==> src/rtl/core/tsr_pkg.sv <==
// Types, constants and codes for the tour segment reversal block.
// No dependencies.
`timescale 1ns / 1ps

package tsr_pkg;

	localparam int MAX_CITIES = 1024;
	localparam int TBL_DEPTH  = MAX_CITIES + 1;
	localparam int FIELD_W    = 11;
	localparam int IDX_W      = $clog2(TBL_DEPTH);

	typedef logic [FIELD_W-1:0] field_t;
	typedef logic [IDX_W-1:0]   idx_t;

	localparam field_t MAX_FIELD = field_t'(MAX_CITIES);

	typedef enum logic [1:0] {
		MODE_LOAD    = 2'd0,
		MODE_REVERSE = 2'd1,
		MODE_QUERY   = 2'd2
	} mode_t;

	typedef enum logic [3:0] {
		ST_IDLE,
		ST_LOAD,
		ST_REV_INIT,
		ST_SWAP_RD,
		ST_SWAP_WL,
		ST_SWAP_WH,
		ST_INV,
		ST_RES_RD,
		ST_RES_CAP
	} state_t;

	typedef struct packed {
		logic capture;
		logic load_wr;
		logic rev_init;
		logic swap_rd;
		logic swap_wl;
		logic swap_wh;
		logic inv_step;
		logic res_rd;
		logic res_cap;
	} tsr_cmd_t;

	typedef struct packed {
		logic is_load;
		logic is_reverse;
		logic rev_noop;
		logic swap_more;
		logic inv_more;
		logic inv_busy;
		logic out_full;
	} tsr_status_t;

endpackage

==> src/rtl/core/tsr_ctrl.sv <==
// Sequencer for load, reversal and result steps of the tour block.
// Depends on tsr_pkg; drives the datapath through tsr_cmd_t.
`timescale 1ns / 1ps

module tsr_ctrl import tsr_pkg::*; (
	input  logic        clk,
	input  logic        arst_n,
	input  logic        in_valid,
	output logic        in_ready,
	input  tsr_status_t status,
	output tsr_cmd_t    cmd
);

	state_t state_q;
	state_t state_d;

	always_ff @(posedge clk or negedge arst_n) begin
		if (!arst_n) begin
			state_q <= ST_IDLE;
		end else begin
			state_q <= state_d;
		end
	end

	always_comb begin
		state_d  = state_q;
		cmd      = '0;
		in_ready = 1'b0;
		case (state_q)
			ST_IDLE: begin
				in_ready = 1'b1;
				if (in_valid) begin
					cmd.capture = 1'b1;
					if (status.is_load) begin
						state_d = ST_LOAD;
					end else if (status.is_reverse) begin
						state_d = ST_REV_INIT;
					end else begin
						state_d = ST_RES_RD;
					end
				end
			end
			ST_LOAD: begin
				cmd.load_wr = 1'b1;
				state_d     = ST_RES_RD;
			end
			ST_REV_INIT: begin
				cmd.rev_init = 1'b1;
				state_d      = ST_SWAP_RD;
			end
			ST_SWAP_RD: begin
				if (status.rev_noop) begin
					state_d = ST_RES_RD;
				end else if (status.swap_more) begin
					cmd.swap_rd = 1'b1;
					state_d     = ST_SWAP_WL;
				end else begin
					state_d = ST_INV;
				end
			end
			ST_SWAP_WL: begin
				cmd.swap_wl = 1'b1;
				state_d     = ST_SWAP_WH;
			end
			ST_SWAP_WH: begin
				cmd.swap_wh = 1'b1;
				state_d     = ST_SWAP_RD;
			end
			ST_INV: begin
				cmd.inv_step = 1'b1;
				if (!status.inv_more && !status.inv_busy) begin
					state_d = ST_RES_RD;
				end
			end
			ST_RES_RD: begin
				cmd.res_rd = 1'b1;
				state_d    = ST_RES_CAP;
			end
			ST_RES_CAP: begin
				if (!status.out_full) begin
					cmd.res_cap = 1'b1;
					state_d     = ST_IDLE;
				end
			end
			default: begin
				state_d = ST_IDLE;
			end
		endcase
	end

endmodule

==> config.mk <==
export PLATFORM = sky130hd
export DESIGN_NAME = tsr_ctrl
export DESIGN_NICKNAME = d
export VERILOG_FILES = /design/src/rtl/core/tsr_pkg.sv /design/src/rtl/core/tsr_ctrl.sv
export SDC_FILE = /design/constraint.sdc
export NUM_CORES = 1
export LEC_CHECK = 0
export BUFFER_PORTS_ARGS = -buffer_cell sky130_fd_sc_hd__buf_4
export CORE_AREA = 3 3 40 42
export CTS_CLUSTER_DIAMETER = 120
export DETAILED_ROUTE_END_ITERATION = 12
export DIE_AREA = 0 0 43 45
export PLACE_DENSITY = 0.59
export SYNTH_ARGS = -nofsm -noshare
export SYNTH_HDL_FRONTEND = slang
export SYNTH_SLANG_ARGS = --single-unit
export TNS_END_PERCENT = 30
==> constraint.sdc <==
create_clock -name clk -period 2.4 [get_ports clk]
set_input_delay 0.12 -clock clk [delete_from_list [all_inputs] [get_ports clk]]
set_output_delay 0.12 -clock clk [all_outputs]
set_load 0.005 [all_outputs]
==> impl_results.md, run 1 <==
* Post-CTS Setup Inserts at 0
* Status: complete, no violations
* Die ar. at 1940 um^2
* Number of flops mapped to enable cells by yosys at 0
* Worst-margin pin slew at 0.481 ns
* Core area at 1280 um^2
* Startpoint Class: flip-flop
* Clock transition at the registers of the reported paths at 0.04 ns
* Max IR drop VDD at 0.000458 V
* Initial antenna violation count at 0
* Met3 Use GR at 2.39%
* N_diodes at 0
* Iteration-0 DRC Markers at 5
* Synth area leaders: dfrtp_1 (25%), buf_6 (11%), nor3_1 (7.6%)
* GRT Total Usage at 9.68%
* Layout cell share with drive strength beyond 1 at 54.4%
* Biggest register: state_q
* Remaining Overflow, GRT at 0
* Min-Delay Endpoint: state_q[0]
* RSZ-0062 raised after global routing: no
* Primary FF master, synth: dfrtp_1
* First-pass GRT wire length at 1.32 mm
* PD cells at 1160 nW/um^2
* Setup Skew at 0.00114 ns
* Via count at 334
* Max FO, Critical Path at 10
* Clock root cell: clkbuf_4
* GR Util met1 at 11.9%
* Routed Antenna Nets at 0
* Crit. End Element: output port
* CTS sink cnt at 4
* Worst slew margin at 67.9%
* Hpwl dp at 651 um
* TritonRoute pass-1 iters at 4
* Synthesized Nets at 48
* Final Cycle Share at 65.0%
* Register bit total from synthesis at 4
* Worst hold path cell count at 3
* Final Max Slew Viols at 0
* Top Registers: state_q: 4 flops
* Commonest cells in the netlist: nor3_1 (6), buf_6 (4), dfrtp_1 (4)
* Worst path required time at 2.28 ns
* R2R Path End: state_q[0]
* Total wire length at 815 um
* RePlAce Congestion at 0.711
* Pin count of the biggest net entering global routing at 12
* CTS tree: yes
* Storage element area at 100 um^2
* Met2 GRT Util at 13.8%
* Arrival time at the worst endpoint at 1.44 ns
* IO Pins at 20
* Final min period at 1.56 ns
* Average vias per placed instance at 4.64
* Die Wd at 43 um
* Avg Cell Area, Syn at 10.4 um^2
* Post-cts sizing count at 0
* Mapped Cells at 38
* Worst R2R Path Depth at 3
* GR peak layer: met2
* FFs w/ async S/R, synth at 100%
* Row count at 13
* Vias in the first global route at 315
* R2R setup slack at 1.03 ns
* H-tree depth at 1
* Top cell type's share of synthesized area at 25.4%
* DRC Markers at 0
* Multi-input logic area at 245 um^2
* Yosys warns at 0
* Hold Crit Class: input port to flip-flop
* Layout net count at 69
* Drt wl/cell at 11.3 um
* TritonCTS buffer count at 3
* Leak at 0.236 nW
* Max clock buf depth at 2
* Critical path class: flip-flop to output port
* Number of buffer cells added on primary ports at 19
* Hold_sp: status[1]
* Count leader, synth: nor3_1
* Max Cap Viol at 0
* FILL cells at 136
* Mapped Area at 394 um^2
* Netlist cell types at 22
* Area grow syn2layout at 37.8%
* Tot Pwr at 629 uW
* Hold Fails Final Rpt at 0
* TNS Setup at 0 ns
* Worst R2R Start: state_q[2]
* Final setup fails at 0
* Cell taking the most area after synthesis: dfrtp_1
* Achievable frequency at 0.641 GHz
* Largest register FFs at 4
* Worst-Skew Late Latency at 0.23 ns
* Initial Utilization at 30.7%
* Chip height at 45 um
* Seq/Total Area, Yosys at 25.4%
==> cell families after synthesis <==
logic type      synth area share (%)
simple gates                    49.5
flops                           25.4
compound gates                  12.7
buf+inv                         12.4
==> final cells by class <==
type	instances	area share [%]
Clock buffer	3	4.15
Inverter	1	0.691
Multi-Input combinational cell	29	45.2
Sequential cell	4	18.4
Tap cell	15	3.46
Timing Repair Buffer	20	28.1
==> stage by stage <==
| stage | area (um^2) | instances | util (%) | hold slack (ns) | worst slack, ns |
|---|---|---|---|---|---|
| 5_1_grt | 543 | 72 | 42.3 | 0.163 | 0.695 |
| 6_report | 543 | 72 | 42.3 | 0.163 | 0.840 |
| 4_1_cts | 543 | 72 | 42.3 | 0.149 | 0.834 |
| 2_1_floorplan | 394 | 38 | - | -0.176 | 1.28 |
| 3_3_place_gp | 510 | 68 | 39.7 | -0.0830 | 1.03 |
| 3_5_place_dp | 510 | 68 | 39.7 | -0.0826 | 1.04 |
==> per-layer routing <==
metal	up-vias	wire length [um]	part of all wire, %
met5	-	0	0
met4	0	0	0
met3	0	48	5.9
met2	9	406	50
met1	147	360	44
li1	178	-	-
==> layout by cell type (no fill, tap or decap), types with 2 or more instances in the layout <==
cell type | netlist | final
buf_4 | 0 | 19
nor3_1 | 6 | 6
dfrtp_1 | 4 | 4
nand2b_1 | 3 | 3
clkbuf_4 | 0 | 3
nand2_1 | 2 | 2
nor2_1 | 2 | 2
a21oi_1 | 2 | 2
==> critical path: stages (launching register included) <==
cell	delay, ns
dfrtp_1	0.59
nand2_1	0.19
nor4_1	0.27
buf_4	0.16
==> report_power, final <==
group	leakage (nW)	internal [mW]	total (mW)	switching, mW
sequential	0.0476	0.103	0.236	0.134
clock	0.0138	0.0558	0.0817	0.0259
combinational	0.175	0.200	0.311	0.111
total	0.236	0.359	0.629	0.270
==> worst max-delay path by stage <==
stage / start / to / slack [ns] / depth (start not counted)
finish: state_q[0] / cmd[5] / 0.84 / 3
global route: state_q[0] / cmd[5] / 0.70 / 3
CTS: state_q[0] / cmd[5] / 0.83 / 3
detailed placement: state_q[2] / state_q[0] / 1.04 / 3
global placement: state_q[2] / state_q[0] / 1.03 / 3
floorplan: state_q[0] / state_q[0] / 1.28 / 4
==> what timing repair did <==
| item | 4_1_cts | 5_1_grt |
|---|---|---|
| hold buffers | 1 | 0 |
| endpoints found under the hold margin | 4 | 0 |
| setup endpoints to repair | 0 | 0 |
Power figures use the tool's default switching activity.
==> inputs of run 2 (changes only) <==
- clock period: 2.4 -> 1.5 ns (I/O delays scaled with it)
==> run 2 against run 1 <==
Compared with the run above:
- via count rose by 6.0%
- cell area increased by 4.8%
- clock skew about the same
- sequential share of layout area shrank 0.41 points
- count of clock-buffer cells in the layout is the same
==> impl_results.md, run 2 (synthesis gave the netlist of run 1 again) <==
* Status: complete, no violations
* Tot Pwr at 1.07 mW (+71%)
* Iteration-0 DRC Markers at 2 (-3)
* TNS Setup at 0 ns (unchanged)
* Remaining Overflow, GRT at 0 (unchanged)
* Final setup fails at 0 (unchanged)
* Worst path required time at 1.42 ns (-0.86 ns)
* Hold Crit Class: input port to flip-flop
* Die ar. at 1940 um^2 (unchanged)
* Crit. End Element: output port
* DRC Markers at 0 (unchanged)
* Initial Utilization at 30.7% (unchanged)
* Worst slew margin at 67.8% (-0.14 points)
* Die Wd at 43 um (unchanged)
* Post-CTS Setup Inserts at 0 (unchanged)
* Clock transition at the registers of the reported paths at 0.04 ns (about the same)
* RSZ-0062 raised after global routing: no
* IO Pins at 20 (unchanged)
* Worst R2R Path Depth at 3 (unchanged)
* Worst-margin pin slew at 0.484 ns (+0.00216 ns)
* Max clock buf depth at 2 (unchanged)
* CP Capture Point: cmd[8]
* Setup Skew at 0.00154 ns (+0.000399 ns)
* PD cells at 1890 nW/um^2 (+63%)
* Final min period at 1.42 ns
* R2R Path End: state_q[3]
* Startpoint Class: flip-flop
* Area grow syn2layout at 44.4%
* Row count at 13 (unchanged)
* Chip height at 45 um (unchanged)
* Max FO, Critical Path at 6 (-4)
* Worst R2R Start: state_q[3]
* Hold_sp: status[0]
* Average vias per placed instance at 4.78 (+3.1%)
* Via count at 354 (+6.0%)
* Multi-input logic area at 250 um^2 (+2.0%)
* Storage element area at 103 um^2 (+2.5%)
* Top Registers: state_q: 4 flops
* CTS sink cnt at 4 (unchanged)
* Max Cap Viol at 0 (unchanged)
* Setup crit start: state_q[0]
* R2R setup slack at 0.26 ns (-0.77 ns)
* First-pass GRT wire length at 1.40 mm (+5.7%)
* Clock power frac at 12.5% (-0.5 points)
* Arrival time at the worst endpoint at 1.35 ns (-0.09 ns)
* TritonCTS buffer count at 3 (unchanged)
* Biggest register: state_q
* Number of buffer cells added on primary ports at 19 (unchanged)
* FILL cells at 135 (-0.74%)
* Hold Fails Final Rpt at 0 (unchanged)
* Final Cycle Share at 94.8%
* Switch share at 41.8% (-1.2 points)
* Net Switching at 449 uW (+66%)
* Most frequent cells in the layout: buf_4 (20), nor3_1 (5), nand2b_1 (3), clkbuf_4 (3)
* Vias in the first global route at 339 (+7.6%)
* Core area at 1280 um^2 (unchanged)
* Routed Antenna Nets at 0 (unchanged)
* Achievable frequency at 0.703 GHz
* Combinational Power Share at 55.2% (+5.8 points)
* GRT Total Usage at 10.0% (+0.34 points)
* RePlAce Congestion at 0.725 (+1.9%)
* Clock root cell: clkbuf_4
* Hpwl dp at 669 um (+2.8%)
* Commonest non-fill, non-tap cell in the layout: buf_4
* TritonRoute pass-1 iters at 4 (unchanged)
* CTS tree: yes
* Final Max Slew Viols at 0 (unchanged)
* Pin count of the biggest net entering global routing at 12 (unchanged)
* Worst-Skew Late Latency at 0.23 ns (about the same)
* Critical path class: flip-flop to output port
* N_diodes at 0 (unchanged)
* Drt wl/cell at 11.2 um (-0.79%)
* Layout cell share with drive strength beyond 1 at 61.0% (+6.6 points)
* Largest register FFs at 4 (unchanged)
* Part of the power in registers at 32.3% (-5.3 points)
* Max IR drop VDD at 0.00128 V (+180%)
* Leak at 0.246 nW (+4.2%)
* Layout net count at 71 (+2.9%)
* Internal power at 626 uW (+74%)
* Initial antenna violation count at 0 (unchanged)
* H-tree depth at 1 (unchanged)
* Total wire length at 831 um (+2.0%)
## run 2: how the worst min path moves through the flow
| stage | to | slack, ns | depth (start not counted) |
|---|---|---|---|
| global placement | state_q[3] | -0.13 | 1 |
| finish | state_q[3] | 0.1 | 2 |
| floorplan | state_q[0] | -0.22 | 0 |
| detailed placement | state_q[2] | -0.13 | 1 |
| CTS | state_q[3] | 0.1 | 2 |
| global route | state_q[3] | 0.11 | 2 |
## run 2: routing by layer
layer	up-vias	routed length, um	GRT usage [%]
met1	163	357	11.7
li1	179	-	-
met4	0	0	5.42
met2	12	410	16.2
met5	-	0	0
met3	0	63	3.59
## run 2: worst max-delay path, cell delays in order (launching register included)
cell     delay [ns]
dfrtp_2        0.46
buf_6          0.15
nor4_4         0.25
and2_1         0.15
buf_4          0.10
## run 2: power groups by stage
stage	registers, mW	clock network, mW	logic (mW)
2_1_floorplan	0.202	0	0.593
3_3_place_gp	0.337	0	0.589
3_5_place_dp	0.339	0	0.589
4_1_cts	0.342	0.139	0.592
5_1_grt	0.364	0.146	0.662
6_report	0.347	0.134	0.593
## run 2: what timing repair did
action,4_1_cts,5_1_grt
pin swaps,0,1
hold buffers,1,0
endpoints found under the hold margin,4,0
setup endpoints to repair,1,2
resized for setup,1,3
## run 2: area by class of cell
cell class              count  share of cell area, %
flip-flops and latches      4                   18.0
repair buffers             22                   30.1
well taps                  15                   3.30
clock buffers               3                   3.96
multi-input cells          29                   44.0
inverters                   1                  0.659
## run 2: stage by stage
step	instance area [um^2]	hold WS (ns)	instances	setup WS [ns]	util, %
final	569	0.0975	74	0.0777	44.3
after global routing	569	0.107	74	0.0153	44.3
after CTS	559	0.0956	74	0.0235	43.5
after detailed placement	526	-0.125	70	0.233	40.9
after global placement	526	-0.126	70	0.230	40.9
after floorplan	394	-0.221	38	0.380	-
==> inputs of run 3 (changes only) <==
- clock period: 1.5 -> 1.7 ns (I/O delays scaled with it)
==> run 3 against run 2 <==
Compared with the run above:
- die area unchanged
- non-clock buffer count down 2
- cell area down 4.6%
- clock skew down 0.0015 ns
- flip-flop and latch count unchanged
- routed wire length down 0.36%
- largest power group unchanged
- worst hold slack better by 0.017 ns
- combinational power down 26%
- power down 17%
- sequential power down 3%
- critical path type unchanged
- critical endpoint is now cmd[5]
- core utilization down 2.0 points
==> impl_results.md, run 3 (synthesis gave the netlist of run 1 again) <==
* Placed inst area at 510 um^2 (-2.9%)
* Arrival time at the worst endpoint at 1.43 ns (+0.08 ns)
* Worst-margin pin slew at 0.497 ns (+0.0139 ns)
* Hpwl dp at 641 um (-4.2%)
* RSZ-0062 raised after global routing: no
* CP Buf/Inv Count at 1 (-1)
* Worst-Skew Late Latency at 0.23 ns (about the same)
* Chip height at 45 um (unchanged)
* Final Instance Area at 543 um^2 (-4.6%)
* Part of the power in registers at 38.1% (+5.8 points)
* Biggest register: state_q
* Final setup fails at 0 (unchanged)
* Worst hold path cell count at 2 (unchanged)
* Via count at 346 (-2.3%)
* Worst-path cell chain: nand2_1 -> nor4_1 -> buf_4
* Worst R2R Path Depth at 3 (unchanged)
* Layout cell share with drive strength beyond 1 at 54.4% (-6.6 points)
* Post-CTS Setup Inserts at 0 (unchanged)
* TritonRoute pass-1 iters at 2 (-2)
* Clock transition at the registers of the reported paths at 0.03 ns (about the same)
* Achievable frequency at 0.661 GHz
* Multi-input logic area at 245 um^2 (-2.0%)
* Average vias per placed instance at 4.81 (+0.46%)
* Largest register FFs at 4 (unchanged)
* Status: complete, no violations
* PD cells at 1630 nW/um^2 (-13%)
* Net Switching at 381 uW (-15%)
* Iteration-0 DRC Markers at 3 (+1)
* Crit. path cell count at 3 (-1)
* IO Pins at 20 (unchanged)
* Startpoint Class: flip-flop
* First-pass GRT wire length at 1.39 mm (-0.50%)
* Commonest non-fill, non-tap cell in the layout: buf_4
* Slowest stage delay, CP at 0.60 ns (+0.14 ns)
* Max Cap Viol at 0 (unchanged)
* FILL cells at 136 (+0.74%)
* Area grow syn2layout at 37.8%
* GRT Total Usage at 9.85% (-0.18 points)
* Pin count of the biggest net entering global routing at 12 (unchanged)
* Final Max Slew Viols at 0 (unchanged)
* Core area at 1280 um^2 (unchanged)
* Initial Utilization at 30.7% (unchanged)
* Remaining Overflow, GRT at 0 (unchanged)
* Crit. End Element: output port
* Number of buffer cells added on primary ports at 19 (unchanged)
* Hold Crit Class: input port to flip-flop
* Hold Fails Final Rpt at 0 (unchanged)
* Layout net count at 69 (-2.8%)
* Clock power frac at 12.8% (+0.3 points)
* CTS tree: yes
* Final Cycle Share at 89.0%
* Die ar. at 1940 um^2 (unchanged)
* H-tree depth at 1 (unchanged)
* TNS Setup at 0 ns (unchanged)
* Master of the slowest instance on the critical path: dfrtp_1
* Internal power at 506 uW (-19%)
* Initial antenna violation count at 0 (unchanged)
* Clock root cell: clkbuf_4
* Worst hold slack at 0.114 ns (+0.0167 ns)
* Top Registers: state_q: 4 flops
* Worst path required time at 1.62 ns (+0.20 ns)
* Post-cts sizing count at 0 (-1)
* RePlAce Congestion at 0.726 (+0.12%)
* Row count at 13 (unchanged)
* R2R setup slack at 0.31 ns (+0.05 ns)
* Layout Utilization at 42.3% (-2.0 points)
* Family with the most delay on the worst path: flip-flops
* Vias in the first global route at 313 (-7.7%)
* Critical path class: flip-flop to output port
* Max IR drop VDD at 0.000549 V (-57%)
* Combinational Power Share at 49.1% (-6.1 points)
* TritonCTS buffer count at 3 (unchanged)
* Total wire length at 828 um (-0.36%)
* N_diodes at 0 (unchanged)
* Fin worst setup slack at 0.187 ns (+0.109 ns)
* Storage element area at 100 um^2 (-2.4%)
* Routed Antenna Nets at 0 (unchanged)
* Die Wd at 43 um (unchanged)
* Final min period at 1.51 ns
* Max FO, Critical Path at 10 (+4)
* Setup Skew at 0.0000473 ns (-0.00149 ns)
* Drt wl/cell at 11.5 um (+2.4%)
* DRC Markers at 0 (unchanged)
* Leak at 0.236 nW (-4.0%)
* Max clock buf depth at 2 (unchanged)
* Worst slew margin at 66.8% (-0.92 points)
* DP Worst Slack at 0.297 ns (+0.0633 ns)
* Most frequent cells in the layout: buf_4 (19), nor3_1 (6), dfrtp_1 (4)
* Switch share at 42.9% (+1.2 points)
* CTS sink cnt at 4 (unchanged)
==> run 3: power groups by stage <==
stage | logic (mW) | registers [mW] | clock network, mW
6_report | 0.436 | 0.338 | 0.114
5_1_grt | 0.484 | 0.355 | 0.129
2_1_floorplan | 0.523 | 0.178 | 0
3_3_place_gp | 0.441 | 0.340 | 0
3_5_place_dp | 0.443 | 0.345 | 0
4_1_cts | 0.445 | 0.341 | 0.121
==> run 3: through the flow <==
step / power (mW) / std cells
2_1_floorplan: 0.701 / 38
3_3_place_gp: 0.781 / 68
3_5_place_dp: 0.788 / 68
4_1_cts: 0.907 / 72
5_1_grt: 0.968 / 72
6_report: 0.888 / 72
==> run 3: worst paths after layout <==
path	from	endpoint
max	state_q[0]	cmd[5]
min	status[0]	state_q[3]
max reg2reg	state_q[2]	state_q[0]
min reg2reg	state_q[3]	state_q[2]
max in group asynchronous	arst_n	state_q[0]
min in group asynchronous	arst_n	state_q[2]
==> run 3: routing by layer <==
layer,vias up,global-route usage (%),part of all wire (%)
met5,-,0,0
met4,0,7.23,0
met3,0,3.59,7.4
met2,11,13.8,50
met1,157,12.4,43
li1,178,-,-
==> run 3: worst register-to-register path, stage by stage, from the launching register on <==
cell and delay (ns):
dfrtp_1 0.63, nor4bb_4 0.39, o21a_1 0.18, nor4_2 0.05
==> run 3: repair_timing <==
action / in CTS / in global routing
hold buffers: 1 / 0
setup endpoints to repair: 0 / 0
endpoints found under the hold margin: 4 / 0
==> run 3: layout make-up <==
cell class	count	share of cell area (%)
Tap cell	15	3.46
Timing Repair Buffer	20	28.1
Multi-Input combinational cell	29	45.2
Clock buffer	3	4.15
Sequential cell	4	18.4
Inverter	1	0.691
